===== config.mk =====
export PLATFORM = sky130hd
export DESIGN_NAME = path_position_and_length_tracker
export DESIGN_NICKNAME = d
export VERILOG_FILES = /design/src/rtl/core/pplt_pkg.sv /design/src/rtl/core/path_position_and_length_tracker.sv /design/src/rtl/core/pplt_sqrt.sv /design/src/rtl/core/pplt_datapath.sv /design/src/rtl/core/pplt_ctrl.sv
export SDC_FILE = /design/constraint.sdc
export NUM_CORES = 2
export LEC_CHECK = 0
export BUFFER_PORTS_ARGS = -buffer_cell sky130_fd_sc_hd__buf_2
export CAP_MARGIN = 20
export CORE_ASPECT_RATIO = 0.9
export CORE_UTILIZATION = 29
export DETAILED_ROUTE_END_ITERATION = 8
export SETUP_SLACK_MARGIN = 0.5
export SYNTH_ARGS = -nofsm -noshare
export SYNTH_HDL_FRONTEND = slang
export SYNTH_SLANG_ARGS = --single-unit
export TNS_END_PERCENT = 50

===== constraint.sdc =====
create_clock -name clk -period 14.4 [get_ports clk]
set_clock_uncertainty 0.1 [all_clocks]
set_input_delay 1.44 -clock clk [delete_from_list [all_inputs] [get_ports clk]]
set_output_delay 1.44 -clock clk [all_outputs]
set_load 0.01 [all_outputs]

===== src/rtl/core/pplt_pkg.sv =====
// ----------------------------------------------------------------------------
// pplt_pkg
// Shared widths, command/status types for the path position and length tracker.
// ----------------------------------------------------------------------------
`default_nettype none

package pplt_pkg;

  // Field widths
  localparam int STEP_BITS = 16;
  localparam int POS_BITS  = 24;
  localparam int FRAC_BITS = 8;
  localparam int LEN_BITS  = 40;
  localparam int DISP_BITS = 32;

  // Square root unit: radicand holds x^2 + y^2 of a position
  localparam int RAD_BITS  = 2 * POS_BITS;
  localparam int ROOT_BITS = RAD_BITS / 2 + FRAC_BITS;
  localparam int CNT_BITS  = $clog2(ROOT_BITS);

  // Stream widths
  localparam int IN_TDATA_W  = 2 * STEP_BITS;
  localparam int OUT_TDATA_W = 2 * POS_BITS + DISP_BITS + LEN_BITS;

  // Controller to datapath commands
  typedef struct packed {
    logic load;     // take input request, update position
    logic square;   // register the four squares
    logic sum;      // add squares, seed both root units
    logic iterate;  // one root bit per cycle
    logic finish;   // accumulate length, load output register
  } pplt_cmd_t;

  // Datapath to controller status
  typedef struct packed {
    logic out_free;  // output register can take a result this cycle
  } pplt_status_t;

endpackage

`default_nettype wire


===== src/rtl/core/path_position_and_length_tracker.sv =====
// ----------------------------------------------------------------------------
// path_position_and_length_tracker
// Tracks the end position and total length of a path built from 2-D steps.
// ----------------------------------------------------------------------------
// Each input request is one signed step; start_new_path clears position and
// length first. Every step yields one result: the saturated end position, its
// distance from the origin and the running path length, both unsigned Q.8
// (floor of sqrt times 256), plus a flag for position or length saturation.
// One request is in work at a time, from the accepting cycle until its result
// is in the output register: one load, one squaring, one radicand add, one
// iteration per root bit of the two bit-serial square root units running side
// by side, and one accumulate. The accumulate waits while the output register
// still holds a result that has not been taken, so an output stall there holds
// the request back. The next request is taken in the cycle after the result is
// loaded.
`default_nettype none

module path_position_and_length_tracker (
  input  wire logic                                 clk,
  input  wire logic                                 rst_n,
  input  wire logic                                 in_tvalid,
  output logic                                      in_tready,
  input  wire logic [pplt_pkg::IN_TDATA_W-1:0]      in_tdata,  // step_x, step_y
  input  wire logic [0:0]                           in_tuser,  // start_new_path
  output logic                                      out_tvalid,
  input  wire logic                                 out_tready,
  // end_x, end_y, displacement, path_length
  output logic      [pplt_pkg::OUT_TDATA_W-1:0]     out_tdata,
  output logic      [0:0]                           out_tuser  // saturated
);
  import pplt_pkg::*;

  pplt_cmd_t    cmd;
  pplt_status_t status;

  logic signed [STEP_BITS-1:0] step_x, step_y;
  logic signed [POS_BITS-1:0]  end_x, end_y;
  logic [DISP_BITS-1:0]        displacement;
  logic [LEN_BITS-1:0]         path_length;
  logic                        saturated;

  assign step_x = in_tdata[STEP_BITS-1:0];
  assign step_y = in_tdata[2*STEP_BITS-1:STEP_BITS];

  pplt_ctrl u_ctrl (
    .clk      (clk),
    .rst_n    (rst_n),
    .in_valid (in_tvalid),
    .in_ready (in_tready),
    .cmd      (cmd),
    .status   (status)
  );

  pplt_datapath u_datapath (
    .clk            (clk),
    .rst_n          (rst_n),
    .cmd            (cmd),
    .status         (status),
    .start_new_path (in_tuser[0]),
    .step_x         (step_x),
    .step_y         (step_y),
    .out_valid      (out_tvalid),
    .out_ready      (out_tready),
    .end_x          (end_x),
    .end_y          (end_y),
    .displacement   (displacement),
    .path_length    (path_length),
    .saturated      (saturated)
  );

  assign out_tdata = {path_length, displacement, end_y, end_x};
  assign out_tuser = saturated;

endmodule

`default_nettype wire


===== src/rtl/core/pplt_sqrt.sv =====
// ----------------------------------------------------------------------------
// pplt_sqrt
// Bit-serial integer square root: floor(sqrt(rad) * 2^FRAC_BITS), one bit/cycle while step is high.
// ----------------------------------------------------------------------------
`default_nettype none

module pplt_sqrt (
  input  wire logic                           clk,
  input  wire logic                           start,
  input  wire logic                           step,
  input  wire logic [pplt_pkg::RAD_BITS-1:0]  rad,
  output logic      [pplt_pkg::ROOT_BITS-1:0] root
);
  import pplt_pkg::*;

  localparam int REM_BITS = ROOT_BITS + 2;
  localparam int CMP_BITS = REM_BITS + 2;

  logic [RAD_BITS-1:0]  rad_sh_r, rad_sh_nxt;
  logic [ROOT_BITS-1:0] root_r, root_nxt;
  logic [REM_BITS-1:0]  rem_r, rem_nxt;
  logic [CMP_BITS-1:0]  rem_sh;
  logic [CMP_BITS-1:0]  trial;

  // One digit: bring down the next bit pair, try (root << 2) | 1
  always_comb begin
    rem_sh     = {rem_r, rad_sh_r[RAD_BITS-1 -: 2]};
    trial      = {2'b00, root_r, 2'b01};
    rad_sh_nxt = {rad_sh_r[RAD_BITS-3:0], 2'b00};
    if (rem_sh >= trial) begin
      rem_nxt  = REM_BITS'(rem_sh - trial);
      root_nxt = {root_r[ROOT_BITS-2:0], 1'b1};
    end else begin
      rem_nxt  = rem_sh[REM_BITS-1:0];
      root_nxt = {root_r[ROOT_BITS-2:0], 1'b0};
    end
  end

  always_ff @(posedge clk) begin
    if (start) begin
      rad_sh_r <= rad;
      root_r   <= '0;
      rem_r    <= '0;
    end else if (step) begin
      rad_sh_r <= rad_sh_nxt;
      root_r   <= root_nxt;
      rem_r    <= rem_nxt;
    end
  end

  assign root = root_r;

endmodule

`default_nettype wire


===== src/rtl/core/pplt_datapath.sv =====
// ----------------------------------------------------------------------------
// pplt_datapath
// Position/length state, squaring, two root units and the output register.
// ----------------------------------------------------------------------------
`default_nettype none

module pplt_datapath (
  input  wire logic                                clk,
  input  wire logic                                rst_n,
  input  wire pplt_pkg::pplt_cmd_t                 cmd,
  output pplt_pkg::pplt_status_t                   status,
  input  wire logic                                start_new_path,
  input  wire logic signed [pplt_pkg::STEP_BITS-1:0] step_x,
  input  wire logic signed [pplt_pkg::STEP_BITS-1:0] step_y,
  output logic                                     out_valid,
  input  wire logic                                out_ready,
  output logic signed [pplt_pkg::POS_BITS-1:0]     end_x,
  output logic signed [pplt_pkg::POS_BITS-1:0]     end_y,
  output logic        [pplt_pkg::DISP_BITS-1:0]    displacement,
  output logic        [pplt_pkg::LEN_BITS-1:0]     path_length,
  output logic                                     saturated
);
  import pplt_pkg::*;

  localparam int SUM_BITS  = POS_BITS + 1;
  localparam int SSQ_BITS  = 2 * STEP_BITS;
  localparam int LSUM_BITS = LEN_BITS + 1;

  // Path state
  logic signed [POS_BITS-1:0]  pos_x_r, pos_y_r;
  logic        [LEN_BITS-1:0]  total_r;
  logic signed [STEP_BITS-1:0] sx_r, sy_r;
  logic                        sat_r;

  // Squares
  logic [RAD_BITS-1:0] sq_px_r, sq_py_r;
  logic [SSQ_BITS-1:0] sq_sx_r, sq_sy_r;

  // Output register
  logic                       out_valid_r;
  logic signed [POS_BITS-1:0] end_x_r, end_y_r;
  logic [DISP_BITS-1:0]       disp_r;
  logic [LEN_BITS-1:0]        len_r;
  logic                       out_sat_r;

  logic signed [POS_BITS-1:0] base_x, base_y, clamp_x, clamp_y;
  logic signed [SUM_BITS-1:0] sum_x, sum_y;
  logic                       ovf_x, ovf_y;
  logic [POS_BITS-1:0]        mag_px, mag_py;
  logic [STEP_BITS-1:0]       mag_sx, mag_sy;
  logic [RAD_BITS-1:0]        rad_disp, rad_step;
  logic [ROOT_BITS-1:0]       root_disp, root_step;
  logic [LSUM_BITS-1:0]       len_sum;

  // Signed saturation of a one-bit-wider sum
  function automatic logic signed [POS_BITS-1:0] clamp_pos(
    input logic signed [SUM_BITS-1:0] v
  );
    logic signed [POS_BITS-1:0] res;
    if (v[SUM_BITS-1] != v[SUM_BITS-2]) begin
      res = v[SUM_BITS-1] ? {1'b1, {(POS_BITS-1){1'b0}}} : {1'b0, {(POS_BITS-1){1'b1}}};
    end else begin
      res = v[POS_BITS-1:0];
    end
    return res;
  endfunction

  // New position, with optional clear of the path
  always_comb begin
    base_x  = start_new_path ? '0 : pos_x_r;
    base_y  = start_new_path ? '0 : pos_y_r;
    sum_x   = SUM_BITS'(base_x) + SUM_BITS'(step_x);
    sum_y   = SUM_BITS'(base_y) + SUM_BITS'(step_y);
    ovf_x   = sum_x[SUM_BITS-1] != sum_x[SUM_BITS-2];
    ovf_y   = sum_y[SUM_BITS-1] != sum_y[SUM_BITS-2];
    clamp_x = clamp_pos(sum_x);
    clamp_y = clamp_pos(sum_y);
  end

  // Magnitudes for squaring
  always_comb begin
    mag_px = pos_x_r[POS_BITS-1] ? POS_BITS'(-pos_x_r) : POS_BITS'(pos_x_r);
    mag_py = pos_y_r[POS_BITS-1] ? POS_BITS'(-pos_y_r) : POS_BITS'(pos_y_r);
    mag_sx = sx_r[STEP_BITS-1] ? STEP_BITS'(-sx_r) : STEP_BITS'(sx_r);
    mag_sy = sy_r[STEP_BITS-1] ? STEP_BITS'(-sy_r) : STEP_BITS'(sy_r);
  end

  // Radicands, added on the way into the root units
  assign rad_disp = sq_px_r + sq_py_r;
  assign rad_step = RAD_BITS'(sq_sx_r) + RAD_BITS'(sq_sy_r);

  pplt_sqrt u_sqrt_disp (
    .clk   (clk),
    .start (cmd.sum),
    .step  (cmd.iterate),
    .rad   (rad_disp),
    .root  (root_disp)
  );

  pplt_sqrt u_sqrt_step (
    .clk   (clk),
    .start (cmd.sum),
    .step  (cmd.iterate),
    .rad   (rad_step),
    .root  (root_step)
  );

  // Saturating length accumulate
  assign len_sum = LSUM_BITS'(total_r) + LSUM_BITS'(root_step);

  // Path state registers
  always_ff @(posedge clk) begin
    if (!rst_n) begin
      pos_x_r <= '0;
      pos_y_r <= '0;
      total_r <= '0;
    end else if (cmd.load) begin
      pos_x_r <= clamp_x;
      pos_y_r <= clamp_y;
      if (start_new_path) begin
        total_r <= '0;
      end
    end else if (cmd.finish) begin
      total_r <= len_sum[LSUM_BITS-1] ? '1 : len_sum[LEN_BITS-1:0];
    end
  end

  // Step capture and squares
  always_ff @(posedge clk) begin
    if (cmd.load) begin
      sx_r  <= step_x;
      sy_r  <= step_y;
      sat_r <= ovf_x | ovf_y;
    end
    if (cmd.square) begin
      sq_px_r <= RAD_BITS'(mag_px * mag_px);
      sq_py_r <= RAD_BITS'(mag_py * mag_py);
      sq_sx_r <= SSQ_BITS'(mag_sx * mag_sx);
      sq_sy_r <= SSQ_BITS'(mag_sy * mag_sy);
    end
  end

  // Output register
  always_ff @(posedge clk) begin
    if (!rst_n) begin
      out_valid_r <= 1'b0;
    end else if (cmd.finish) begin
      out_valid_r <= 1'b1;
    end else if (out_ready) begin
      out_valid_r <= 1'b0;
    end
  end

  always_ff @(posedge clk) begin
    if (cmd.finish) begin
      end_x_r   <= pos_x_r;
      end_y_r   <= pos_y_r;
      disp_r    <= DISP_BITS'(root_disp);
      len_r     <= len_sum[LSUM_BITS-1] ? '1 : len_sum[LEN_BITS-1:0];
      out_sat_r <= sat_r | len_sum[LSUM_BITS-1];
    end
  end

  assign status.out_free = !out_valid_r || out_ready;
  assign out_valid       = out_valid_r;
  assign end_x           = end_x_r;
  assign end_y           = end_y_r;
  assign displacement    = disp_r;
  assign path_length     = len_r;
  assign saturated       = out_sat_r;

endmodule

`default_nettype wire


===== src/rtl/core/pplt_ctrl.sv =====
// ----------------------------------------------------------------------------
// pplt_ctrl
// Sequencer: load, square, seed roots, iterate, then hand off the result.
// ----------------------------------------------------------------------------
`default_nettype none

module pplt_ctrl (
  input  wire logic                   clk,
  input  wire logic                   rst_n,
  input  wire logic                   in_valid,
  output logic                        in_ready,
  output pplt_pkg::pplt_cmd_t         cmd,
  input  wire pplt_pkg::pplt_status_t status
);
  import pplt_pkg::*;

  localparam logic [2:0] S_IDLE   = 3'd0;
  localparam logic [2:0] S_SQUARE = 3'd1;
  localparam logic [2:0] S_SUM    = 3'd2;
  localparam logic [2:0] S_ROOT   = 3'd3;
  localparam logic [2:0] S_DONE   = 3'd4;

  localparam logic [CNT_BITS-1:0] CNT_LAST = CNT_BITS'(ROOT_BITS - 1);

  logic [2:0]          state_r, state_nxt;
  logic [CNT_BITS-1:0] cnt_r, cnt_nxt;

  // Next state and commands
  always_comb begin
    state_nxt = state_r;
    cnt_nxt   = cnt_r;
    cmd       = '0;
    in_ready  = 1'b0;
    case (state_r)
      S_IDLE: begin
        in_ready = 1'b1;
        if (in_valid) begin
          cmd.load  = 1'b1;
          state_nxt = S_SQUARE;
        end
      end
      S_SQUARE: begin
        cmd.square = 1'b1;
        state_nxt  = S_SUM;
      end
      S_SUM: begin
        cmd.sum   = 1'b1;
        cnt_nxt   = '0;
        state_nxt = S_ROOT;
      end
      S_ROOT: begin
        cmd.iterate = 1'b1;
        cnt_nxt     = cnt_r + 1'b1;
        if (cnt_r == CNT_LAST) begin
          state_nxt = S_DONE;
        end
      end
      S_DONE: begin
        if (status.out_free) begin
          cmd.finish = 1'b1;
          state_nxt  = S_IDLE;
        end
      end
      default: begin
        state_nxt = S_IDLE;
      end
    endcase
  end

  always_ff @(posedge clk) begin
    if (!rst_n) begin
      state_r <= S_IDLE;
      cnt_r   <= '0;
    end else begin
      state_r <= state_nxt;
      cnt_r   <= cnt_nxt;
    end
  end

`ifndef SYNTHESIS
  a_cmd_onehot: assert property (@(posedge clk) disable iff (!rst_n)
    $onehot0(cmd))
    else $error("more than one datapath command at once");

  a_accept_starts: assert property (@(posedge clk) disable iff (!rst_n)
    (in_valid && in_ready) |=> (state_r == S_SQUARE))
    else $error("accepted request did not start the sequence");

  a_root_length: assert property (@(posedge clk) disable iff (!rst_n)
    (state_r == S_ROOT && cnt_r == CNT_LAST) |=> (state_r == S_DONE))
    else $error("root iteration count wrong");

  a_finish_free: assert property (@(posedge clk) disable iff (!rst_n)
    cmd.finish |-> status.out_free)
    else $error("result loaded over an untaken result");
`endif

endmodule

`default_nettype wire


[After elaboration in Yosys (flattened, before gate mapping)]
Index checks and enable logic that the tools add are counted.
Word-level totals
  output and inout bits: 123
  input port bits: 37
  word-level logic and storage cells: 101
  register bits after elaboration: 639
Cells by class
  equality and inequality tests: 11
  bitwise operators: 2
  multiplexer cells: 37
  $add $sub $neg: 12
  order comparisons: 2
  multiply operators: 4
  reduce and logical (&&, ||, !) cells: 9
Operator list (count)
  2-to-1 mux 24 bit: 8
  2-to-1 mux 48 bit: 4
  2-to-1 mux 40 bit: 4
  multiplier 24 x 24 -> 48 bit: 2
  >= comparator 36 x 34 -> 1 bit: 2
  2-to-1 mux 34 bit: 2
  subtractor 34 bit: 2
  multiplier 16 x 16 -> 32 bit: 2
  adder 24 x 16 -> 25 bit: 2
  adder 48 bit: 1
  negator 24 bit: 2
  adder 40 x 32 -> 41 bit: 1
  adder 32 x 32 -> 33 bit: 1
  2-to-1 mux 16 bit: 2
  negator 16 bit: 2
  case mux 3 bit (5 select lines): 1
  2-to-1 mux 1 bit: 12
  case mux 5 bit (2 select lines): 1
  2-to-1 mux 3 bit: 3
  nonzero test 2 bit: 4
  == test 3 x 2 -> 1 bit, second input constant: 2
  inequality test 2 bit, second input constant: 3
  adder 5 x 1 -> 5 bit, second input constant: 1
  == test 5 bit, second input constant: 1
  other kinds (10): 12

[Depth between registers and ports, before layout]
  depth after elaboration: 6
  depth in mapped cells: 38
  mapped depth without buffers: 35

[Hierarchy]
Synthesis repeated with hierarchy kept, for this count alone.
Unflattened totals
  cells, all modules: 8478
  area total of the unflattened synthesis: 80993.9 um2
Modules (own cells, without submodules)
  pplt_datapath: times used 1, cells an instance 7018, seq. area each 11090.6 um2, area an instance 66909.2 um2
  pplt_sqrt: times used 2, cells an instance 704, seq. area each 2762.6 um2, area an instance 6825.3 um2
  pplt_ctrl: times used 1, cells an instance 52, seq. area each 160.2 um2, area an instance 434.2 um2

[Worst setup path after synthesis]
OpenSTA, ideal clock, no wires.
  kind: register to register
  start point: register u_ctrl.state_r[0]
  end point: register u_datapath.sq_px_r[0] (enable)
  data required time: 13.405 ns
  path buffers: 1
  cell stages (with the launch flop): 3
  slack: 1.539 ns
  clock period less this slack: 12.861 ns
  library setup time: 0.895 ns
  arrival: 11.866 ns
  cell sequence: dfxtp_1 -> clkbuf_1 -> nor3b_1
On the way
  cells in the longest elaborated chain, start to end: 2
Ends and longest elaborated chain
  start, declared: line pplt_ctrl.sv:25  | logic [2:0] state_r, state_nxt;
  start signal, assigned: line pplt_ctrl.sv:75  | state_r <= state_nxt;
  == test 3 x 1 -> 1 bit: line pplt_ctrl.sv:34  | case (state_r)
  2-to-1 mux 1 bit: line pplt_ctrl.sv:34
  end signal, assigned: line pplt_datapath.sv:136  | sq_px_r <= RAD_BITS'(mag_px * mag_px);
  end, declared: line pplt_datapath.sv:36  | logic [RAD_BITS-1:0] sq_px_r, sq_py_r;
Every way passes these cells.
A chain may end at the register's enable or synchronous reset.

[Final worst setup path]
  start point: register u_datapath.pos_y_r[4]
  end point: register u_datapath.sq_py_r[46] (data pin)
On the way
  cells in the longest elaborated chain, start to end: 3
Ends and longest elaborated chain
  start, declared: line pplt_datapath.sv:30  | logic signed [POS_BITS-1:0] pos_x_r, pos_y_r;
  start signal, assigned: line pplt_datapath.sv:119  | pos_y_r <= clamp_y;
  negator 24 bit: line pplt_datapath.sv:83  | mag_py = pos_y_r[POS_BITS-1] ? POS_BITS'(-pos_y_r) : POS_BITS'(pos_y_r);
  2-to-1 mux 24 bit (*): line pplt_datapath.sv:83
  multiplier 24 x 24 -> 48 bit (*): line pplt_datapath.sv:137  | sq_py_r <= RAD_BITS'(mag_py * mag_py);
  end signal, assigned: line pplt_datapath.sv:137
  end, declared: line pplt_datapath.sv:36
Every way passes the cells marked *; elsewhere a longest branch is shown, timed or not.

==> results by stage <==
Status:
- The flow ran to the end, and the final reports show no timing, DRC or antenna violations.

Clock network:
- Clock-pin slew was measured on the worst setup and hold paths at 0.07 ns.
- At the later pin of the worst-skew pair, clock insertion delay measures around 0.7 ns.
- TritonCTS created 75 clock buffers.
- The clock drives roughly 640 sinks.
- The number of H-tree branching levels is 3.
- TritonCTS built the clock tree.
- CTS placed an instance of sky130_fd_sc_hd__clkbuf_16 at the clock tree root.
- The post-CTS setup buffer count is 0.
- After clock tree synthesis, the flow added hold-fix buffers numbering 0.
- The clock passes through at most 3 buffers.
- The post-cts resize count is 0.

Floorplanning:
- The die width is ~550 um.
- The die covers approximately 0.28 sq mm.
- In this run the count of I/O pins placed on the die edge is 160.
- The core outline area is about 0.27 sq mm.
- The total number of placement rows is ~180.
- The die extent in y is around 500 um.
- The initial standard-cell utilization of the core is just under 30%.

Synthesis:
- The dominant cell by count in the synthesized netlist is sky130_fd_sc_hd__inv_1.
- The number of cells produced by synthesis is approximately 8,400.
- The synthesized netlist contains about 90 unique library cells.
- The fraction of registers with async set/reset is 0%.
- The synthesized area is around 0.08 sq mm.
- Ranked by instance count, the synthesized netlist is headed by 1,788 x sky130_fd_sc_hd__inv_1, 1,178 x sky130_fd_sc_hd__fa_1, 758 x sky130_fd_sc_hd__ha_1, 749 x sky130_fd_sc_hd__nand2_1, 622 x sky130_fd_sc_hd__nor2_1.
- sky130_fd_sc_hd__fa_1 takes more of the synthesized area than any other cell.
- In this run the biggest area consumer among cell types represents between 20% and 30% of the synthesized area.
- The synthesized design contains 406 enable-type register cells.
- The share of the Yosys chip area taken by registers is between 20% and 30%.
- The total number of yosys warnings is 0.
- The flop and latch count out of synthesis is about 640.
- Ranked by total cell area, the synthesized netlist is headed by sky130_fd_sc_hd__fa_1 30%, sky130_fd_sc_hd__edfxtp_1 15%, sky130_fd_sc_hd__ha_1 12%.
- A synthesized cell averages 9.40 sq um.
- In the synthesized netlist the dominant register cell turns out to be sky130_fd_sc_hd__edfxtp_1.

Setup path:
- The cell with the largest stage delay on the worst path is sky130_fd_sc_hd__xor2_1.
- In this run the worst path has a maximum fanout of 16.
- The cell type with the highest occurrence count on the critical path is sky130_fd_sc_hd__inv_1.
- Data on the critical path is required at its endpoint by 14.73 ns.
- The arrival time of the worst setup path is roughly 11 ns.
- The worst setup path is launched from a flop.
- The largest single stage delay on the critical path is between 0.7 and 0.8 ns.
- The critical path class is flop to flop.
- The kind of end point of the critical path is a flop.
- The kind of cell with the highest combined delay along the critical path is adder cells.
- For flop-to-flop paths, the worst setup slack is roughly 3.6 ns.
- Together, buffers and inverters on the worst path number 8.

Detailed routing:
- The detail route stage leaves a number of antenna-violating nets equal to 0.
- The final routed wirelength across all metal layers is 195 mm.
- The number of vias after detailed routing is roughly 57,000.
- The uppermost signal routing layer after detailed routing is met4.
- The number of DRC violations after detailed routing is 0.
- The length of routed met3 wiring is roughly 8.0 mm.
- The routed design uses 95.9 mm of met2 wire.
- Dividing the detail-routed wire length by the instance count gives 15.9 um.
- The met1 layer wirelength in the final routing is 84.5 mm.
- The average via count per standard cell is around 4.6.
- The iteration count of the initial detailed-routing pass is 5.
- The violation count after the first detailed-routing iteration is 3,573.

Timing:
- Setup repair after global routing left no endpoint under its margin.
- The worst-case headroom to the max-slew limit is between 20% and 30%.
- The count of pins over their slew limit is 0.
- The slew at the pin closest to its max-slew limit is between 1 and 1.5 ns.
- The final critical path time including I/O delays and setup is ~11 ns.
- The sum of negative setup slack is 0 ns.
- Dividing the final minimum period by the clock period gives about three quarters.
- The number of endpoints with negative hold slack in the final report was 0.
- Setup violations remaining at the end of the flow were counted as 0.
- Derived from the worst setup path, the maximum achievable clock frequency is approximately 0.093 GHz.

Global routing:
- Across every metal layer, demand over resource in global routing totals between 10% and 20%.
- The global-route congestion overflow total is 0.
- The first global-routing pass estimated 319 mm of wire.
- The number of global-route vias before repair is approximately 59,000.
- The initial antenna violation count is 3.
- The maximum number of pins on one net before global-route repair is roughly 160.

Place:
- The total instance count after detailed placement is between 10,000 and 15,000.
- Detailed placement ended at an HPWL of approximately 150 mm.
- At the end of routability-driven placement, the weighted congestion stood at between 0.8 and 0.9.
- The count of buffers added on input and output ports is around 160.

Final layout:
- The area growth from synthesis to layout is 10.1%.
- After filler insertion, the fill cell instance count of the layout stands at 28,000.
- 0 antenna diodes ended up in the layout.
- The area taken by flip-flops and latches is between 0.015 and 0.02 sq mm.
- In the final design database the tool counted ~11,000 nets.
- The final standard cell count with taps included and fillers excluded is roughly 12,000.
- Of the cells placed in the final design, the portion with a size suffix greater than 1 is roughly 5.4%.
- The multi-input combinational cells in the finished layout cover a total of around 0.055 sq mm.

Run:
- The number of max-capacitance violations reported is 0.

Hold path:
- The path type of the worst min-delay path is flop to flop.
## metrics by stage
step	cell area, sq um	utilization (%)	worst slack [ns]	hold slack [ns]
global route	87200	32.2	2.98	0.358
finish	87200	32.2	3.62	0.343
global placement	84600	31.2	3.90	0.357
CTS	87200	32.2	3.78	0.331
floorplan	79500	-	1.54	0.303
detailed placement	84600	31.2	3.83	0.365
## placed cells by master (no fill, tap or decap), types with 95 or more instances in the layout
master	instances
sky130_fd_sc_hd__inv_1	1786
sky130_fd_sc_hd__fa_1	1178
sky130_fd_sc_hd__ha_1	758
sky130_fd_sc_hd__nand2_1	746
sky130_fd_sc_hd__nor2_1	621
sky130_fd_sc_hd__a21oi_1	461
sky130_fd_sc_hd__edfxtp_1	406
sky130_fd_sc_hd__o21ai_0	334
sky130_fd_sc_hd__xnor2_1	261
sky130_fd_sc_hd__dfxtp_1	229
sky130_fd_sc_hd__a21o_1	185
sky130_fd_sc_hd__buf_2	159
sky130_fd_sc_hd__xor2_1	158
sky130_fd_sc_hd__nor2b_1	95
## layout make-up
class	count	share of cell area (%)
multi-input cells	5801	63.1
flip-flops and latches	635	19.2
inverters	1817	7.83
well taps	3568	5.12
clock buffers	89	2.27
repair buffers	253	1.74
clock inverters	51	0.714
## registers in the layout, summed over array words and instances (netlist names), 24 cells and up
signal and count:
u_datapath.u_sqrt_step.root 32, u_datapath.sq_py_r 47, u_datapath.sq_sy_r 31, u_datapath.u_sqrt_step.rem_r 34, u_datapath.end_x 24, u_datapath.u_sqrt_disp.rem_r 34
u_datapath.pos_x_r 24, u_datapath.u_sqrt_step.rad_sh_r 48, u_datapath.u_sqrt_disp.root 32, u_datapath.u_sqrt_disp.rad_sh_r 48, u_datapath.sq_px_r 47, u_datapath.displacement 32
u_datapath.total_r 40, u_datapath.pos_y_r 24, u_datapath.path_length 40, u_datapath.sq_sx_r 31, u_datapath.end_y 24
## kinds of logic after synthesis
logic type | synth area share, %
compound gates | 11.4
xor+xnor | 4.81
fa+ha+maj | 41.9
buf+inv | 9.77
flops | 21.2
mux | 0.505
other cells | 0.00948
simple gates | 10.4
## worst reg2reg max path: cells and delay by family, from the launching register on
kind,cells,cell delay [ns]
fa+ha+maj,8,3.75
compound gates,10,2.78
simple gates,5,1.58
buf+inv,8,1.00
xor+xnor,2,0.90
flops,1,0.38
## worst paths after layout
kind / cells past startpoint / end / start
min: 2 / u_datapath.u_sqrt_disp.root[18] / u_datapath.u_sqrt_disp.root[17]
max: 33 / u_datapath.sq_py_r[46] / u_datapath.pos_y_r[4]
max reg2reg: 33 / u_datapath.sq_py_r[46] / u_datapath.pos_y_r[4]
min reg2reg: 2 / u_datapath.u_sqrt_disp.root[18] / u_datapath.u_sqrt_disp.root[17]
## per-layer routing
layer | track usage [%] | vias to the layer above
met5 | 0 | -
met2 | 25.3 | 1141
met4 | 4.63 | 0
met1 | 18.3 | 28000
met3 | 1.53 | 284
li1 | - | 27300
Power is not shown: default switching activity piles up to over one toggle a cycle in this logic, so the estimate is an artifact.
